$ cat src/hdl/tse_pkg.sv
// Shared types and constants for the date-time stamp parser.
// No dependencies.
`default_nettype none

package tse_pkg;

  // Stamp layout "YYYY-MM-DD HH:MM:SS"
  localparam logic [4:0] STAMP_LEN = 5'd19;
  localparam logic [4:0] LAST_POS  = 5'd18;
  localparam logic [4:0] P_YEAR    = 5'd0;
  localparam logic [4:0] P_MON     = 5'd5;
  localparam logic [4:0] P_DAY     = 5'd8;
  localparam logic [4:0] P_HOUR    = 5'd11;
  localparam logic [4:0] P_MIN     = 5'd14;
  localparam logic [4:0] P_SEC     = 5'd17;

  localparam logic [7:0] CH_ZERO  = 8'h30;
  localparam logic [7:0] CH_NINE  = 8'h39;
  localparam logic [7:0] CH_DASH  = 8'h2D;
  localparam logic [7:0] CH_SPACE = 8'h20;
  localparam logic [7:0] CH_COLON = 8'h3A;

  // Days from 0000-03-01 to 1970-01-01
  localparam logic [23:0] EPOCH_DAYS = 24'd719468;
  localparam logic signed [38:0] DAY_SECS = 39'sd86400;
  // floor(y/100) = (y * 5243) >> 19 for 0 <= y < 16384
  localparam logic [26:0] RECIP100   = 27'd5243;

  localparam logic signed [38:0] SEC_MIN = -39'sd62167219200;
  localparam logic signed [38:0] SEC_MAX = 39'sd253402300800;

  // Controller to datapath commands
  typedef struct packed {
    logic       take;      // character request accepted
    logic [4:0] pos;       // its place in the line
    logic       fail_out;  // load a failure result (line ended early)
    logic       calc1;
    logic       calc2;
    logic       calc3;
    logic       calc4;
    logic       finish;    // load the converted result
  } tse_cmd_t;

endpackage

`default_nettype wire

$ cat src/hdl/tse_ctrl.sv
// Sequencer for the stamp parser: line position, conversion steps, output valid.
// Depends on tse_pkg.
`default_nettype none

module tse_ctrl import tse_pkg::*; (
  input  logic     clk_i,
  input  logic     rst_ni,
  input  logic     in_valid_i,
  input  logic     line_end_i,
  input  logic     out_ready_i,
  output logic     in_ready_o,
  output logic     out_valid_o,
  output tse_cmd_t cmd_o
);

  localparam logic [2:0] S_PARSE = 3'd0;
  localparam logic [2:0] S_CALC1 = 3'd1;
  localparam logic [2:0] S_CALC2 = 3'd2;
  localparam logic [2:0] S_CALC3 = 3'd3;
  localparam logic [2:0] S_CALC4 = 3'd4;
  localparam logic [2:0] S_CALC5 = 3'd5;

  logic [2:0] state_q, state_d;
  logic [4:0] pos_q, pos_d;
  logic       out_valid_q, out_valid_d;
  logic       out_free, ends_now, take, early_fail;

  assign out_free   = !out_valid_q || out_ready_i;
  // this request yields a result
  assign ends_now   = (pos_q < STAMP_LEN) && ((pos_q == LAST_POS) || line_end_i);
  assign in_ready_o = (state_q == S_PARSE) && (out_free || !ends_now);
  assign take       = in_valid_i && in_ready_o;
  assign early_fail = take && (pos_q < LAST_POS) && line_end_i;

  always_comb begin
    pos_d = pos_q;
    if (take) begin
      if (line_end_i) begin
        pos_d = 5'd0;
      end else if (pos_q < STAMP_LEN) begin
        pos_d = pos_q + 5'd1;
      end
    end
  end

  always_comb begin
    state_d = state_q;
    case (state_q)
      S_PARSE: begin
        if (take && (pos_q == LAST_POS)) begin
          state_d = S_CALC1;
        end
      end
      S_CALC1: state_d = S_CALC2;
      S_CALC2: state_d = S_CALC3;
      S_CALC3: state_d = S_CALC4;
      S_CALC4: state_d = S_CALC5;
      S_CALC5: state_d = S_PARSE;
      default: state_d = S_PARSE;
    endcase
  end

  assign out_valid_d = early_fail || (state_q == S_CALC5) || (out_valid_q && !out_ready_i);

  always_ff @(posedge clk_i or negedge rst_ni) begin
    if (!rst_ni) begin
      state_q     <= S_PARSE;
      pos_q       <= 5'd0;
      out_valid_q <= 1'b0;
    end else begin
      state_q     <= state_d;
      pos_q       <= pos_d;
      out_valid_q <= out_valid_d;
    end
  end

  assign out_valid_o = out_valid_q;

  always_comb begin
    cmd_o.take     = take;
    cmd_o.pos      = pos_q;
    cmd_o.fail_out = early_fail;
    cmd_o.calc1    = (state_q == S_CALC1);
    cmd_o.calc2    = (state_q == S_CALC2);
    cmd_o.calc3    = (state_q == S_CALC3);
    cmd_o.calc4    = (state_q == S_CALC4);
    cmd_o.finish   = (state_q == S_CALC5);
  end

endmodule

`default_nettype wire

$ cat src/hdl/tse_datapath.sv
// Datapath of the stamp parser: digit accumulators, separator checks,
// days-from-civil conversion and the result register. Depends on tse_pkg.
`default_nettype none

module tse_datapath import tse_pkg::*; (
  input  logic               clk_i,
  input  tse_cmd_t           cmd_i,
  input  logic [7:0]         ch_i,
  output logic               ok_o,
  output logic signed [38:0] seconds_o
);

  // Days from 1 March to the first of each month (March-based year)
  function automatic logic [8:0] month_base(input logic [3:0] mon);
    logic [8:0] b;
    case (mon)
      4'd1:    b = 9'd306;
      4'd2:    b = 9'd337;
      4'd3:    b = 9'd0;
      4'd4:    b = 9'd31;
      4'd5:    b = 9'd61;
      4'd6:    b = 9'd92;
      4'd7:    b = 9'd122;
      4'd8:    b = 9'd153;
      4'd9:    b = 9'd184;
      4'd10:   b = 9'd214;
      4'd11:   b = 9'd245;
      4'd12:   b = 9'd275;
      default: b = 9'd0;
    endcase
    return b;
  endfunction

  logic [13:0] year_q, year_d;
  logic [6:0]  month_q, month_d, day_q, day_d;
  logic [6:0]  hour_q, hour_d, minute_q, minute_d, second_q, second_d;
  logic        failed_q, failed_d;
  logic        is_dig, bad;
  logic [3:0]  dig;

  // conversion pipeline
  logic signed [14:0] y_q;
  logic [8:0]         doy_q;
  logic [16:0]        tod_q;
  logic               good_q;
  logic [26:0]        prod100;
  logic signed [7:0]  q100_q;
  logic signed [12:0] q4_q;
  logic signed [23:0] y365_q;
  logic signed [23:0] days_q;
  logic signed [38:0] prod_q;
  logic               ok_q;
  logic signed [38:0] sec_q;

  assign is_dig = (ch_i >= CH_ZERO) && (ch_i <= CH_NINE);
  assign dig    = ch_i[3:0];

  always_comb begin
    year_d   = year_q;
    month_d  = month_q;
    day_d    = day_q;
    hour_d   = hour_q;
    minute_d = minute_q;
    second_d = second_q;
    bad      = 1'b0;
    case (cmd_i.pos)
      P_YEAR: begin
        bad = !is_dig;
        if (is_dig) year_d = 14'(dig);
      end
      P_YEAR + 5'd1, P_YEAR + 5'd2, P_YEAR + 5'd3: begin
        bad = !is_dig;
        if (is_dig) year_d = 14'(year_q * 14'd10 + 14'(dig));
      end
      P_MON: begin
        bad = !is_dig;
        if (is_dig) month_d = 7'(dig);
      end
      P_MON + 5'd1: begin
        bad = !is_dig;
        if (is_dig) month_d = 7'(month_q * 7'd10 + 7'(dig));
      end
      P_DAY: begin
        bad = !is_dig;
        if (is_dig) day_d = 7'(dig);
      end
      P_DAY + 5'd1: begin
        bad = !is_dig;
        if (is_dig) day_d = 7'(day_q * 7'd10 + 7'(dig));
      end
      P_HOUR: begin
        bad = !is_dig;
        if (is_dig) hour_d = 7'(dig);
      end
      P_HOUR + 5'd1: begin
        bad = !is_dig;
        if (is_dig) hour_d = 7'(hour_q * 7'd10 + 7'(dig));
      end
      P_MIN: begin
        bad = !is_dig;
        if (is_dig) minute_d = 7'(dig);
      end
      P_MIN + 5'd1: begin
        bad = !is_dig;
        if (is_dig) minute_d = 7'(minute_q * 7'd10 + 7'(dig));
      end
      P_SEC: begin
        bad = !is_dig;
        if (is_dig) second_d = 7'(dig);
      end
      P_SEC + 5'd1: begin
        bad = !is_dig;
        if (is_dig) second_d = 7'(second_q * 7'd10 + 7'(dig));
      end
      P_MON - 5'd1, P_DAY - 5'd1: bad = (ch_i != CH_DASH);
      P_HOUR - 5'd1:              bad = (ch_i != CH_SPACE);
      P_MIN - 5'd1, P_SEC - 5'd1: bad = (ch_i != CH_COLON);
      default:                    bad = 1'b0;
    endcase
    // first character of a line restarts the failure flag
    failed_d = (cmd_i.pos == P_YEAR) ? bad : (failed_q | bad);
  end

  assign prod100 = 27'(y_q[13:0]) * RECIP100;

  always_ff @(posedge clk_i) begin
    if (cmd_i.take) begin
      year_q   <= year_d;
      month_q  <= month_d;
      day_q    <= day_d;
      hour_q   <= hour_d;
      minute_q <= minute_d;
      second_q <= second_d;
      failed_q <= failed_d;
    end
    if (cmd_i.calc1) begin
      // Jan/Feb count towards the previous year
      y_q    <= $signed(15'(year_q) - 15'(month_q <= 7'd2));
      doy_q  <= month_base(month_q[3:0]) + 9'(day_q) - 9'd1;
      tod_q  <= 17'(hour_q) * 17'd3600 + 17'(minute_q) * 17'd60 + 17'(second_q);
      good_q <= !failed_q && (month_q >= 7'd1) && (month_q <= 7'd12)
                && (day_q >= 7'd1) && (day_q <= 7'd31) && (hour_q <= 7'd23)
                && (minute_q <= 7'd59) && (second_q <= 7'd60);
    end
    if (cmd_i.calc2) begin
      // only negative year is -1 (year 0, Jan/Feb)
      q100_q <= y_q[14] ? -8'sd1 : $signed({1'b0, prod100[25:19]});
      q4_q   <= 13'(y_q >>> 2);
      y365_q <= 24'(y_q) * 24'sd365;
    end
    if (cmd_i.calc3) begin
      days_q <= $signed(24'(y365_q) + 24'(q4_q) - 24'(q100_q) + 24'(q100_q >>> 2)
                        + 24'(doy_q) - EPOCH_DAYS);
    end
    if (cmd_i.calc4) begin
      prod_q <= 39'(days_q) * DAY_SECS;
    end
    if (cmd_i.fail_out) begin
      ok_q  <= 1'b0;
      sec_q <= '0;
    end else if (cmd_i.finish) begin
      ok_q  <= good_q;
      sec_q <= good_q ? (prod_q + $signed(39'(tod_q))) : '0;
    end
  end

  assign ok_o      = ok_q;
  assign seconds_o = sec_q;

endmodule

`default_nettype wire

$ cat src/hdl/timestamp_to_epoch_seconds.sv
// Date-time stamp parser: one character a cycle while a line is read, unless the input is held back.
// Failure for a line that ends early is registered the cycle after its last character.
// A stamp's 19th character holds the input back while the conversion runs;
// the result shows once the conversion is done, and no character is taken before then.
// Asynchronous active-low reset returns to the start of a line; no clearing pass.
`default_nettype none

module timestamp_to_epoch_seconds import tse_pkg::*; (
  input  logic               clk_i,
  input  logic               rst_ni,
  // character requests
  input  logic               in_valid_i,
  output logic               in_ready_o,
  input  logic [7:0]         ch_i,
  input  logic               line_end_i,
  // results
  output logic               out_valid_o,
  input  logic               out_ready_i,
  output logic               ok_o,
  output logic signed [38:0] seconds_o
);

  tse_cmd_t cmd;

  // Controller: tracks the line position, steps the conversion and owns the
  // output valid. No character is taken while the conversion runs; otherwise a
  // request that would yield a result is held back only while the output register
  // is full and not being drained, and other characters flow on.
  tse_ctrl u_ctrl (
    .clk_i       (clk_i),
    .rst_ni      (rst_ni),
    .in_valid_i  (in_valid_i),
    .line_end_i  (line_end_i),
    .out_ready_i (out_ready_i),
    .in_ready_o  (in_ready_o),
    .out_valid_o (out_valid_o),
    .cmd_o       (cmd)
  );

  // Datapath: accumulates digits, checks separators, then converts through
  // four registered steps (year shift and month table, floor divisions,
  // day count, times 86400) and a final add of the time of day.
  tse_datapath u_dp (
    .clk_i     (clk_i),
    .cmd_i     (cmd),
    .ch_i      (ch_i),
    .ok_o      (ok_o),
    .seconds_o (seconds_o)
  );

endmodule

`default_nettype wire

$ cat config.mk
export PLATFORM = sky130hd
export DESIGN_NAME = timestamp_to_epoch_seconds
export DESIGN_NICKNAME = d
export VERILOG_FILES = /design/src/hdl/tse_pkg.sv /design/src/hdl/tse_ctrl.sv /design/src/hdl/tse_datapath.sv /design/src/hdl/timestamp_to_epoch_seconds.sv
export SDC_FILE = /design/constraint.sdc
export NUM_CORES = 1
export LEC_CHECK = 0
export ABC_AREA = 1
export BUFFER_PORTS_ARGS = -buffer_cell sky130_fd_sc_hd__buf_2
export CAP_MARGIN = 20
export CORE_MARGIN = 2
export CORE_UTILIZATION = 45
export CTS_BUF_LIST = sky130_fd_sc_hd__clkbuf_16
export DETAILED_ROUTE_END_ITERATION = 16
export GPL_TIMING_DRIVEN = 0
export HOLD_SLACK_MARGIN = 0.02
export PLACE_DENSITY_LB_ADDON = 0.08
export SLEW_MARGIN = 20
export SYNTH_ARGS = -nofsm -noshare
export SYNTH_HDL_FRONTEND = slang
export SYNTH_SLANG_ARGS = --single-unit
$ cat constraint.sdc
create_clock -name clk_i -period 10.83 [get_ports clk_i]
set_input_delay 0 -clock clk_i [delete_from_list [all_inputs] [get_ports clk_i]]
set_output_delay 0 -clock clk_i [all_outputs]
set_load 0.02 [all_outputs]
# Yosys cells after proc, flatten, opt, wreduce, memory -nomap -nowiden

Memories as Yosys holds them, arrays and structs flattened. A register that Yosys moved wholly into a read port is not among the register bits.
Cells that the tools add are included.

Reductions and logical operators: 45
Mux-type cells: 24
Multipliers: 11
Bitwise operators: 1
Add/sub/neg operators: 18
Eq/ne operators: 39
Order comparisons: 12

Operator list:

| cell                                                                     | count |
|---|---|
| 7-bit one-hot mux with 2 select lines                                    | 5 |
| 24-bit adder                                                             | 2 |
| 7-bit two-way mux                                                        | 6 |
| 5-bit by 4-bit equality test with 1-bit output (second input constant)   | 8 |
| 39-bit by 17-bit adder with 39-bit output                                | 1 |
| 39-bit two-way mux                                                       | 1 |
| 7-bit by 4-bit adder with 7-bit output                                   | 5 |
| 7-bit by 3-bit multiplier with 6-bit output (second input constant)      | 5 |
| 24-bit by 11-bit multiplier with 32-bit output (second input constant)   | 1 |
| 14-bit two-way mux                                                       | 2 |
| 14-bit one-hot mux with 2 select lines                                   | 1 |
| 14-bit by 13-bit multiplier with 26-bit output (second input constant)   | 1 |
| 24-bit by 9-bit adder with 24-bit output                                 | 1 |
| 15-bit by 10-bit multiplier with 24-bit output (second input constant)   | 1 |
| 2-bit by 1-bit inequality test with 1-bit output (second input constant) | 12 |
| 8-bit by 6-bit inequality test with 1-bit output (second input constant) | 3 |
| 4-bit AND reduction                                                      | 6 |
| 24-bit by 20-bit subtractor with 24-bit output (second input constant)   | 1 |
| 24-bit subtractor                                                        | 1 |
| 5-bit by 3-bit equality test with 1-bit output (second input constant)   | 4 |
| 17-bit by 13-bit adder with 17-bit output                                | 1 |
| 17-bit by 7-bit adder with 17-bit output                                 | 1 |
| 5-bit equality test (second input constant)                              | 3 |
| 1-bit logical AND                                                        | 15 |
| other kinds (40)                                                         | 63 |

Output and inout port bits: 42
Memory bits (read-only): 144
Flip-flop bits (word level): 242
Memories kept: 1
Input port bits: 13
Word-level logic and storage cells: 173

Memories:

| memory           | depth | bits a word | read ports | clocked after memory_dff | write ports | line               | text |
|---|---|---|---|---|---|---|---|
| (name not given) | 16    | 9           | 1          | 1                        | 0           | tse_datapath.sv:16 | `case (mon)` |

# Depth between registers and ports, before layout

Gate-level depths: netlist of run 1.

Depth in word-level cells: 11
Depth in mapped cells: 23
Mapped depth without buffers: 23

# Hierarchy

A second synthesis of run 1 with hierarchy kept.

Cells, all modules: 3353
Area total of the unflattened synthesis: 28815.1 um^2

By module, submodules not included:

| module       | seq. area each (um^2) | cells an instance | area each (um^2) | times used |
|---|---|---|---|---|
| tse_datapath | 6746.5                | 3273              | 28193.3          | 1 |
| tse_ctrl     | 225.2                 | 80                | 621.8            | 1 |

# Worst setup path after synthesis of run 1

Ideal clock, no wire load.

Path type: flip-flop to flip-flop
From: register u_dp.y_q[13]
To: register u_dp.y365_q[22], data pin
Buffers on the path: 0
Required time: 10.571 ns
Library setup time: 0.259 ns
Path slack: 6.254 ns
Period minus slack after synthesis: 4.576 ns
Cell stages (with the launch flop): 18
Arrival: 4.317 ns
Cells stage by stage: edfxtp_1 -> inv_1 -> ha_1 -> fa_1 -> inv_1 -> fa_1 -> fa_1 -> inv_1 -> fa_1 -> inv_1 -> ha_1 -> nand2_1 -> nor2_1 -> inv_1 -> nor4_1 -> nand4_1 -> nand3_1 -> xor2_1

Longest elaborated chain between the ends: 1

RTL lines:

| what                                           | line                | text |
|---|---|---|
| start, declared                                | tse_datapath.sv:42  | `logic signed [14:0] y_q;` |
| start signal, assigned                         | tse_datapath.sv:138 | `y_q <= $signed(15'(year_q) - 15'(month_q <= 7'd2));` |
| 15-bit by 10-bit multiplier with 24-bit output | tse_datapath.sv:149 | `y365_q <= 24'(y_q) * 24'sd365;` |
| end signal, assigned                           | tse_datapath.sv:149 |  |
| end, declared                                  | tse_datapath.sv:49  | `logic signed [23:0] y365_q;` |

Every way passes these cells.
A chain may end at the register's enable or synchronous reset.

# Worst setup path after layout of run 1

Same ends and word-level chain as after synthesis.

==> impl_metrics.toml, run 1 <==
[die]
io_pins = 55
design.die.area_um2 = 66170
design.core.area_um2 = 63200
chipWidth_um = 257.2
start_util = 0.4567
fp.dieH_um = 257.2
num_rows = 92

[timing]
final.period_utilization = 0.5289
slew_headroom = 0.4030
rsz0062_at_grt = "no"
hold_viol_final = 0
tns_ns = 0
setup_violations = 0
drv_slew = 0
fmax_ghz = 0.1746
fin_hold_ws_ns = 0.08711
worst_slew_pin_slew_ns = 0.8862
fin_crit_ns = 5.728
finClkSkew_ns = 0.01328

[final_layout]
area_delta_synth_final_pct = 9.035
antenna_cells = 0
drive_gt1_frac = 0.04647
nets = 4165

[clock_network]
clk_latency_ns = 0.57
clk_pin_slew_ns = 0.06
clockRootBuffer = "clkbuf_16"
cts_resized = 0
cts.sinks = 250
cts_buffer_depth = 3
h-tree-depth = 1
cts_tree = "built"
cts_buffers = 30

[critical_path]
worstPathCellList = "inv_1 > ha_1 > fa_1 > inv_1 > fa_1 > fa_1 > inv_1 > fa_1 > inv_1 > ha_1 > nand2_1 > nor2_1 > inv_1 > nor4_1 > nand4_1 > nand3_1 > xor2_1"
rrSetupSlack_ns = 5.10
worst_ep_arrival_time_ns = 6.04
crit_type = "flop to flop"
endpoint_kind = "flop"
path_depth = 17
worst-path-buf-inv = 5
crit_top_cell = "inv_1"
required_ns = 11.14
worst_setup_path_start_kind = "flop"
critPathMaxStageDelay_ns = 0.84
worstRegToRegCells = 17
cp_top_family = "adder cells"
critPathSlowestCell = "edfxtp_1"
crit_path_max_fanout = 12

[synth]
ys_ff_latch = 250
ys_types = 56
avgSynthCellArea_um2 = 8.703
postSynthNetCount = 4062
yosysSeqAreaShare = 0.2416
yosys_warnings = 0
synth_edf_count = 192
synthCells = 3316
synth-main-ff-cell = "edfxtp_1"
synth-async-reset-ratio = 0.03600
syn_area_um2 = 28860

[place]
port_buffers = 54
gp_congestion = 0.8921
dp_hpwl_mm = 54.49

[detailed_routing]
met3_length_mm = 1.802
remaining_drc_errors = 0
wl_met2_mm = 29.56
drt-total-wl_mm = 64.05
drtAntennaViolNets = 0
top_layer = "met5"
vias_per_cell = 4.935
num_vias = 21170
first_pass_iters = 5
drtIter0Drc = 757
post_drt_wl_per_cell_um = 14.93
drt-met1-wl_mm = 31.64

[run]
maxCapViolCount = 0

[global_routing]
grt_max_degree = 29
grt_overflow = 0
track_usage = 0.1996
grt_pass1_vias = 21740
antenna_found_initial = 2
grt_first_pass_wirelength_mm = 108.8

[run_status]
outcome = "finished, final reports clean"

[min_path]
holdPathStages = 3
min_path_type = "primary input to flop"
-- area by class of cell --
type	count	area (µm²)
inverters	813	3069
fillers	6112	31730
well taps	846	1059
repair buffers	71	465.4
multi-input cells	2239	18780
flip-flops and latches	250	6972
clock buffers	31	775.7
plain buffers	14	70.07
clock inverters	25	277.8
-- through the flow --
step | area (µm²) | util | cells | setup WS, ns
6_report | 31470 | 0.4979 | 4289 | 5.102
4_1_cts | 31450 | 0.4976 | 4288 | 4.951
2_1_floorplan | 28860 | - | 3316 | 6.254
3_5_place_dp | 30290 | 0.4792 | 4221 | 4.967
3_3_place_gp | 30190 | 0.4777 | 4216 | 5.053
5_1_grt | 31470 | 0.4979 | 4289 | 4.694
-- layout by cell type, fill, tap and decap left out, types with 4 or more instances in the layout --
master         instances
inv_1                810
ha_1                 485
nand2_1              464
fa_1                 248
a21oi_1              197
nor2_1               196
edfxtp_1             192
nand3_1              141
o21ai_0              132
xor2_1                91
xnor2_1               61
buf_2                 56
dfxtp_1               49
nor3_1                41
clkbuf_16             31
nand4_1               27
a21o_1                17
o21bai_1              15
nor4_1                15
or2_2                 13
a22oi_1               12
a31oi_1               11
dlygate4sd3_1         11
dfrtp_1                9
o21a_1                 7
nand3b_1               7
buf_4                  7
clkbuf_1               6
o211ai_1               6
a211oi_1               6
bufinv_16              5
clkinvlp_4             5
nor2_4                 4
nand3_2                4
clkinv_2               4
o22ai_1                4
-- cells by family (layout without fill, tap and decap cells) --
logic type                 Yosys count  in the layout  synth area share
and+or+nand+nor                    930            930            0.1392
xor gates and xnor gates           152            152           0.04613
AOI/OAI and AO/OA                  422            422           0.08129
buffers and inverters              827            954            0.1088
adders and majority gates          735            735            0.3830
DFF                                250            250            0.2416
-- registers in the layout, indices dropped and copies added, names as in the netlist, 7 cells and up, named ones only --
signal	cells
u_dp.seconds_o	39
u_dp.prod_q	32
u_dp.days_q	24
u_dp.y365_q	24
u_dp.tod_q	17
u_dp.y_q	15
u_dp.year_q	14
u_dp.q4_q	13
u_dp.doy_q	9
u_dp.day_q	7
u_dp.hour_q	7
u_dp.minute_q	7
u_dp.month_q	7
u_dp.q100_q	7
u_dp.second_q	7
-- what timing repair did --
item,CTS,global route
hold endpoints to repair,32,0
hold buffers,11,0
setup buffers,0,0
-- final timing paths --
path,startpoint,to
setup / recovery,u_dp.y_q[13]$_DFFE_PP_,u_dp.y365_q[22]$_DFFE_PP_
hold / removal,ch_i[3],u_dp.month_q[3]$_DFFE_PP_
setup reg to reg,u_dp.y_q[13]$_DFFE_PP_,u_dp.y365_q[22]$_DFFE_PP_
hold reg to reg,u_dp.seconds_o[11]$_SDFFE_PP0P_,u_dp.seconds_o[11]$_SDFFE_PP0P_
max in group asynchronous,rst_ni,u_ctrl.pos_q[1]$_DFFE_PN0P_
min in group asynchronous,rst_ni,u_ctrl.out_valid_o$_DFF_PN0_
-- routing by layer --
| layer | up-vias | global-route usage |
|---|---|---|
| met2 | 250 | 0.3375 |
| li1 | 10860 | - |
| met5 | - | 0 |
| met3 | 63 | 0.02059 |
| met1 | 9991 | 0.2799 |
| met4 | 2 | 0.03505 |
-- cells in the mapped netlist (all sizes together), types with 8 or more instances --
master	instances	area share
buf	8	0.0016
nand2	469	0.062
nor3	44	0.0080
or2	13	0.0028
inv	811	0.11
nor2	205	0.028
a31oi	11	0.0024
xor2	91	0.028
nor4	15	0.0033
a21oi	197	0.034
dfrtp	9	0.0078
edfxtp	192	0.20
xnor2	61	0.019
o21bai	16	0.0046
fa	248	0.17
a21o	17	0.0044
ha	485	0.21
nand4	28	0.0066
a22oi	12	0.0031
dfxtp	49	0.034
nand3	145	0.026
o21ai	135	0.024
-- worst register-to-register path, cell delays in order, from the launching register on --
cell      delay, ns
edfxtp_1       0.84
inv_1          0.36
ha_1           0.41
fa_1           0.49
inv_1          0.05
fa_1           0.46
fa_1           0.55
inv_1          0.05
fa_1           0.50
inv_1          0.04
ha_1           0.36
nand2_1        0.14
nor2_1         0.16
inv_1          0.09
nor4_1         0.43
nand4_1        0.27
nand3_1        0.17
xor2_1         0.08
Power of run 1 is not shown: default switching activity piles up to over one toggle a cycle in this logic, so the estimate is an artifact.
==> run 2, diff against run 1 <==
==> constraint.sdc (replaced) <==
create_clock -name clk_i -period 5.3 [get_ports clk_i]
set_input_delay 0 -clock clk_i [delete_from_list [all_inputs] [get_ports clk_i]]
set_output_delay 0 -clock clk_i [all_outputs]
set_load 0.02 [all_outputs]
==> impl_metrics.toml, run 2 (same netlist as run 1, synthesis figures left out) <==
[run_status]
outcome = "finished, final reports clean"

[detailed_routing]
first_pass_iters = 5
post_drt_wl_per_cell_um = 15.00
remaining_drc_errors = 0
vias_per_cell = 4.927
drtAntennaViolNets = 0
drt-total-wl_mm = 64.83
drtIter0Drc = 804
num_vias = 21300

[global_routing]
grt_max_degree = 29
grt_overflow = 0
track_usage = 0.2016
grt_first_pass_wirelength_mm = 109.6
grt_pass1_vias = 21840
antenna_found_initial = 1

[place]
dp_slack_ns = -0.5633
dp_hpwl_mm = 54.49
port_buffers = 54
gp_congestion = 0.8921
dp_cells = 4221

[timing]
worst_slew_pin_slew_ns = 0.8791
slew_headroom = 0.4077
drv_slew = 0
hold_viol_final = 0
fmax_ghz = 0.2000
fin_crit_ns = 5.001
final.period_utilization = 0.9435
setup_violations = 0
worst_slack_ns = 0.2995
tns_ns = 0
finClkSkew_ns = 0.01320

[final_layout]
post-route-util = 0.5028
seq_area_um2 = 6972
multi_input_area_um2 = 18790
layout_commonest_cell = "inv_1"
nets = 4199
final_cells = 4323
final_cell_mix = "810 x inv_1, 485 x ha_1, 464 x nand2_1"
largest_reg_flops = 39
drive_gt1_frac = 0.05608
antenna_cells = 0
fillers = 6094
area_delta_synth_final_pct = 10.10

[clock_network]
h-tree-depth = 1
clockRootBuffer = "clkbuf_16"
cts.sinks = 250
cts_buffers = 30
clk_pin_slew_ns = 0.06
cts_tree = "built"
clk_latency_ns = 0.57
cts_buffer_depth = 3

[die]
design.die.area_um2 = 66170
io_pins = 55
num_rows = 92
design.core.area_um2 = 63200
fp.dieH_um = 257.2
start_util = 0.4567
chipWidth_um = 257.2

[critical_path]
crit_type = "flop to flop"
endpoint_kind = "flop"
worst_ep_arrival_time_ns = 5.29
crit_top_cell = "fa_1"
crit_path_max_fanout = 5
required_ns = 5.59
critPathMaxStageDelay_ns = 0.55
worst_setup_path_start_kind = "flop"
critPathSlowestCell = "fa_1"
worstPathCellList = "buf_4 > fa_1 > ha_1 > fa_1 > fa_1 > inv_1 > fa_1 > inv_1 > ha_1 > a21oi_1 > o21bai_1 > a21oi_1 > o211ai_1 > o21ai_0"

[run]
maxCapViolCount = 0

[min_path]
min_path_type = "primary input to flop"
-- run 2: cell count changes in the layout (fill, tap and decap cells not counted), sizes merged --
| cell | previous run | this run |
|---|---|---|
| buf | 68 | 102 |
-- run 2: path summary, 6_finish.rpt --
| path | cells past startpoint | to | slack (ns) | from |
|---|---|---|---|---|
| worst max register to register | 14 | u_dp.q100_q[2]$_SDFFCE_PP1P_ | 0.30 | u_dp.y_q[8]$_DFFE_PP_ |
| worst min-delay path | 3 | u_dp.month_q[3]$_DFFE_PP_ | 0.09 | ch_i[3] |
| max in group asynchronous | 3 | u_ctrl.pos_q[1]$_DFFE_PN0P_ | 4.24 | rst_ni |
| worst min register to register | 2 | u_dp.seconds_o[11]$_SDFFE_PP0P_ | 0.46 | u_dp.seconds_o[11]$_SDFFE_PP0P_ |
| min in group asynchronous | 3 | u_ctrl.out_valid_o$_DFF_PN0_ | 0.59 | rst_ni |
| worst max-delay path | 14 | u_dp.q100_q[2]$_SDFFCE_PP1P_ | 0.30 | u_dp.y_q[8]$_DFFE_PP_ |
-- run 2: final cells by class --
type                            count  share of cell area
Sequential cell                   250              0.2194
Tap cell                          846             0.03331
Clock buffer                       31             0.02441
Inverter                          813             0.09659
Timing Repair Buffer              105             0.02386
Clock inverter                     25            0.008742
Buffer                             14            0.002205
Multi-Input combinational cell   2239              0.5915
-- run 2: critical path: cells and delay by family (launching register included) --
kind            cells  cell delay [ns]
compound gates      5             1.16
buf+inv             3             0.34
flops               1             0.52
fa+ha+maj           6             2.72
-- run 2: what timing repair did --
action | 4_1_cts | 5_1_grt
endpoints found under the hold margin | 32 | 0
endpoints found under the setup margin | 8 | 7
buffers inserted | 23 | 11
cloned | 0 | 0
hold buffers | 11 | 0
resized for setup | 0 | 3
-- run 2: metal layers --
| layer | vias up | GRT usage | wire length, µm | share of wire |
|---|---|---|---|---|
| li1 | 10930 | - | - | - |
| met4 | 2 | 0.03698 | 1075 | 0.017 |
| met2 | 235 | 0.3406 | 29890 | 0.46 |
| met3 | 65 | 0.02059 | 1821 | 0.028 |
| met5 | - | 0 | 13 | 0.00020 |
| met1 | 10070 | 0.2822 | 32030 | 0.49 |
-- run 2: metrics by stage --
step | hold slack, ns | instance area [µm²]
2_1_floorplan | -0.2956 | 28860
3_3_place_gp | -0.06994 | 30190
3_5_place_dp | -0.06892 | 30290
4_1_cts | 0.06980 | 31660
5_1_grt | 0.1191 | 31770
6_report | 0.08539 | 31770
Power of run 2 is left out for the same reason.
==> run 3, diff against run 2 <==
--- a/config.mk
+++ b/config.mk
@@ -9,7 +9,7 @@
 export BUFFER_PORTS_ARGS = -buffer_cell sky130_fd_sc_hd__buf_2
 export CAP_MARGIN = 20
 export CORE_MARGIN = 2
-export CORE_UTILIZATION = 45
+export CORE_UTILIZATION = 55
 export CTS_BUF_LIST = sky130_fd_sc_hd__clkbuf_16
 export DETAILED_ROUTE_END_ITERATION = 16
 export GPL_TIMING_DRIVEN = 0
==> impl_metrics.toml, run 3 (same netlist as run 1, synthesis figures left out) <==
[timing]
worst_slew_pin_slew_ns = 0.9462
rsz0062_at_grt = "no"
setup_violations = 0
fmax_ghz = 0.1987
slew_headroom = 0.3626
fin_hold_ws_ns = 0.04336
final.period_utilization = 0.9494
drv_slew = 0
fin_crit_ns = 5.032
tns_ns = 0
finClkSkew_ns = 0.01736
hold_viol_final = 0

[clock_network]
cts_buffers = 30
h-tree-depth = 1
clk_pin_slew_ns = 0.06
cts_tree = "built"
clockRootBuffer = "clkbuf_16"
clk_latency_ns = 0.58
cts_buffer_depth = 3
cts.sinks = 250

[place]
dp_hpwl_mm = 53.36
dp_cells = 4055
gp_congestion = 0.8941
port_buffers = 54

[global_routing]
grt_max_degree = 29
grt_pass1_vias = 22090
track_usage = 0.2466
grt_first_pass_wirelength_mm = 108.9
grt_overflow = 0
antenna_found_initial = 0

[critical_path]
worst_ep_arrival_time_ns = 5.25
crit_type = "flop to flop"
endpoint_kind = "flop"
worst_setup_path_start_kind = "flop"
required_ns = 5.51
crit_path_max_fanout = 8

[detailed_routing]
drtIter0Drc = 895
vias_per_cell = 5.184
first_pass_iters = 5
drt-total-wl_mm = 64.04
drtAntennaViolNets = 0
post_drt_wl_per_cell_um = 15.39
num_vias = 21570
remaining_drc_errors = 0

[die]
num_rows = 83
io_pins = 55
design.die.area_um2 = 54320
start_util = 0.5591
fp.dieH_um = 233.1
chipWidth_um = 233.1
design.core.area_um2 = 51610

[run_status]
outcome = "finished, final reports clean"

[final_layout]
final_cells = 4160
area_delta_synth_final_pct = 9.391
layout_commonest_cell = "inv_1"
drive_gt1_frac = 0.05546
fillers = 4594
nets = 4202
final_cell_mix = "812 x inv_1, 485 x ha_1, 464 x nand2_1"
antenna_cells = 0
largest_reg_flops = 39

[min_path]
min_path_type = "primary input to flop"

[run]
maxCapViolCount = 0
==> run 3: routing by layer <==
metal | part of all wire | routed length, µm | vias to the layer above | GRT usage
li1 | - | - | 10940 | -
met1 | 0.49 | 31400 | 10230 | 0.3505
met2 | 0.46 | 29340 | 318 | 0.4138
met3 | 0.037 | 2350 | 75 | 0.02563
met4 | 0.015 | 954 | 0 | 0.04080
met5 | 0 | 0 | - | 0
==> run 3: worst paths after layout <==
kind,start,to,slack [ns],depth (start not counted)
max,u_dp.y_q[12]$_DFFE_PP_,u_dp.q100_q[5]$_SDFFCE_PP1P_,0.27,16
min,ch_i[3],u_dp.month_q[3]$_DFFE_PP_,0.04,3
max reg2reg,u_dp.y_q[12]$_DFFE_PP_,u_dp.q100_q[5]$_SDFFCE_PP1P_,0.27,16
min reg2reg,u_dp.seconds_o[35]$_SDFFE_PP0P_,u_dp.seconds_o[35]$_SDFFE_PP0P_,0.47,2
max in group asynchronous,rst_ni,u_ctrl.pos_q[3]$_DFFE_PN0P_,4.33,3
min in group asynchronous,rst_ni,u_ctrl.state_q[2]$_DFFE_PN0P_,0.56,3
==> run 3: per-stage QoR <==
step	area [µm²]	worst slack [ns]	util
after floorplan	28860	0.7239	-
final	31570	0.2680	0.6116
after CTS	31430	0.009478	0.6089
after global placement	29980	-0.3013	0.5809
after global routing	31570	0.01847	0.6116
after detailed placement	30080	-0.2422	0.5828
==> run 3: critical path, stage by stage (launching register included) <==
cell and delay, ns:
edfxtp_1 0.35, buf_4 0.19, buf_4 0.16, ha_1 0.31, fa_1 0.56, fa_1 0.44
fa_1 0.50, inv_1 0.06, fa_1 0.56, inv_1 0.05, ha_1 0.36, a21oi_1 0.29
o21ai_0 0.17, a21oi_1 0.14, o21ai_0 0.10, o21ai_0 0.17, nand3_1 0.27
==> run 3: repair_timing <==
action                                  in CTS  in global routing
endpoints found under the setup margin       4                 11
resized for setup                            0                  2
hold buffers                                11                  0
hold endpoints to repair                    35                  0
pin swaps                                    0                  0
setup buffers                               23                 14
==> run 3: layout make-up <==
type,count,area (µm²),share of cell area
buffer,14,70.07,0.002219
clock buffer,35,875.8,0.02774
clock inverter,21,153.9,0.004875
inverter,813,3069,0.09722
multi-input combinational,2239,18780,0.5950
sequential,250,6972,0.2208
tap,680,850.8,0.02695
timing repair buffer,108,793.3,0.02513
Power of run 3 is left out for the same reason.
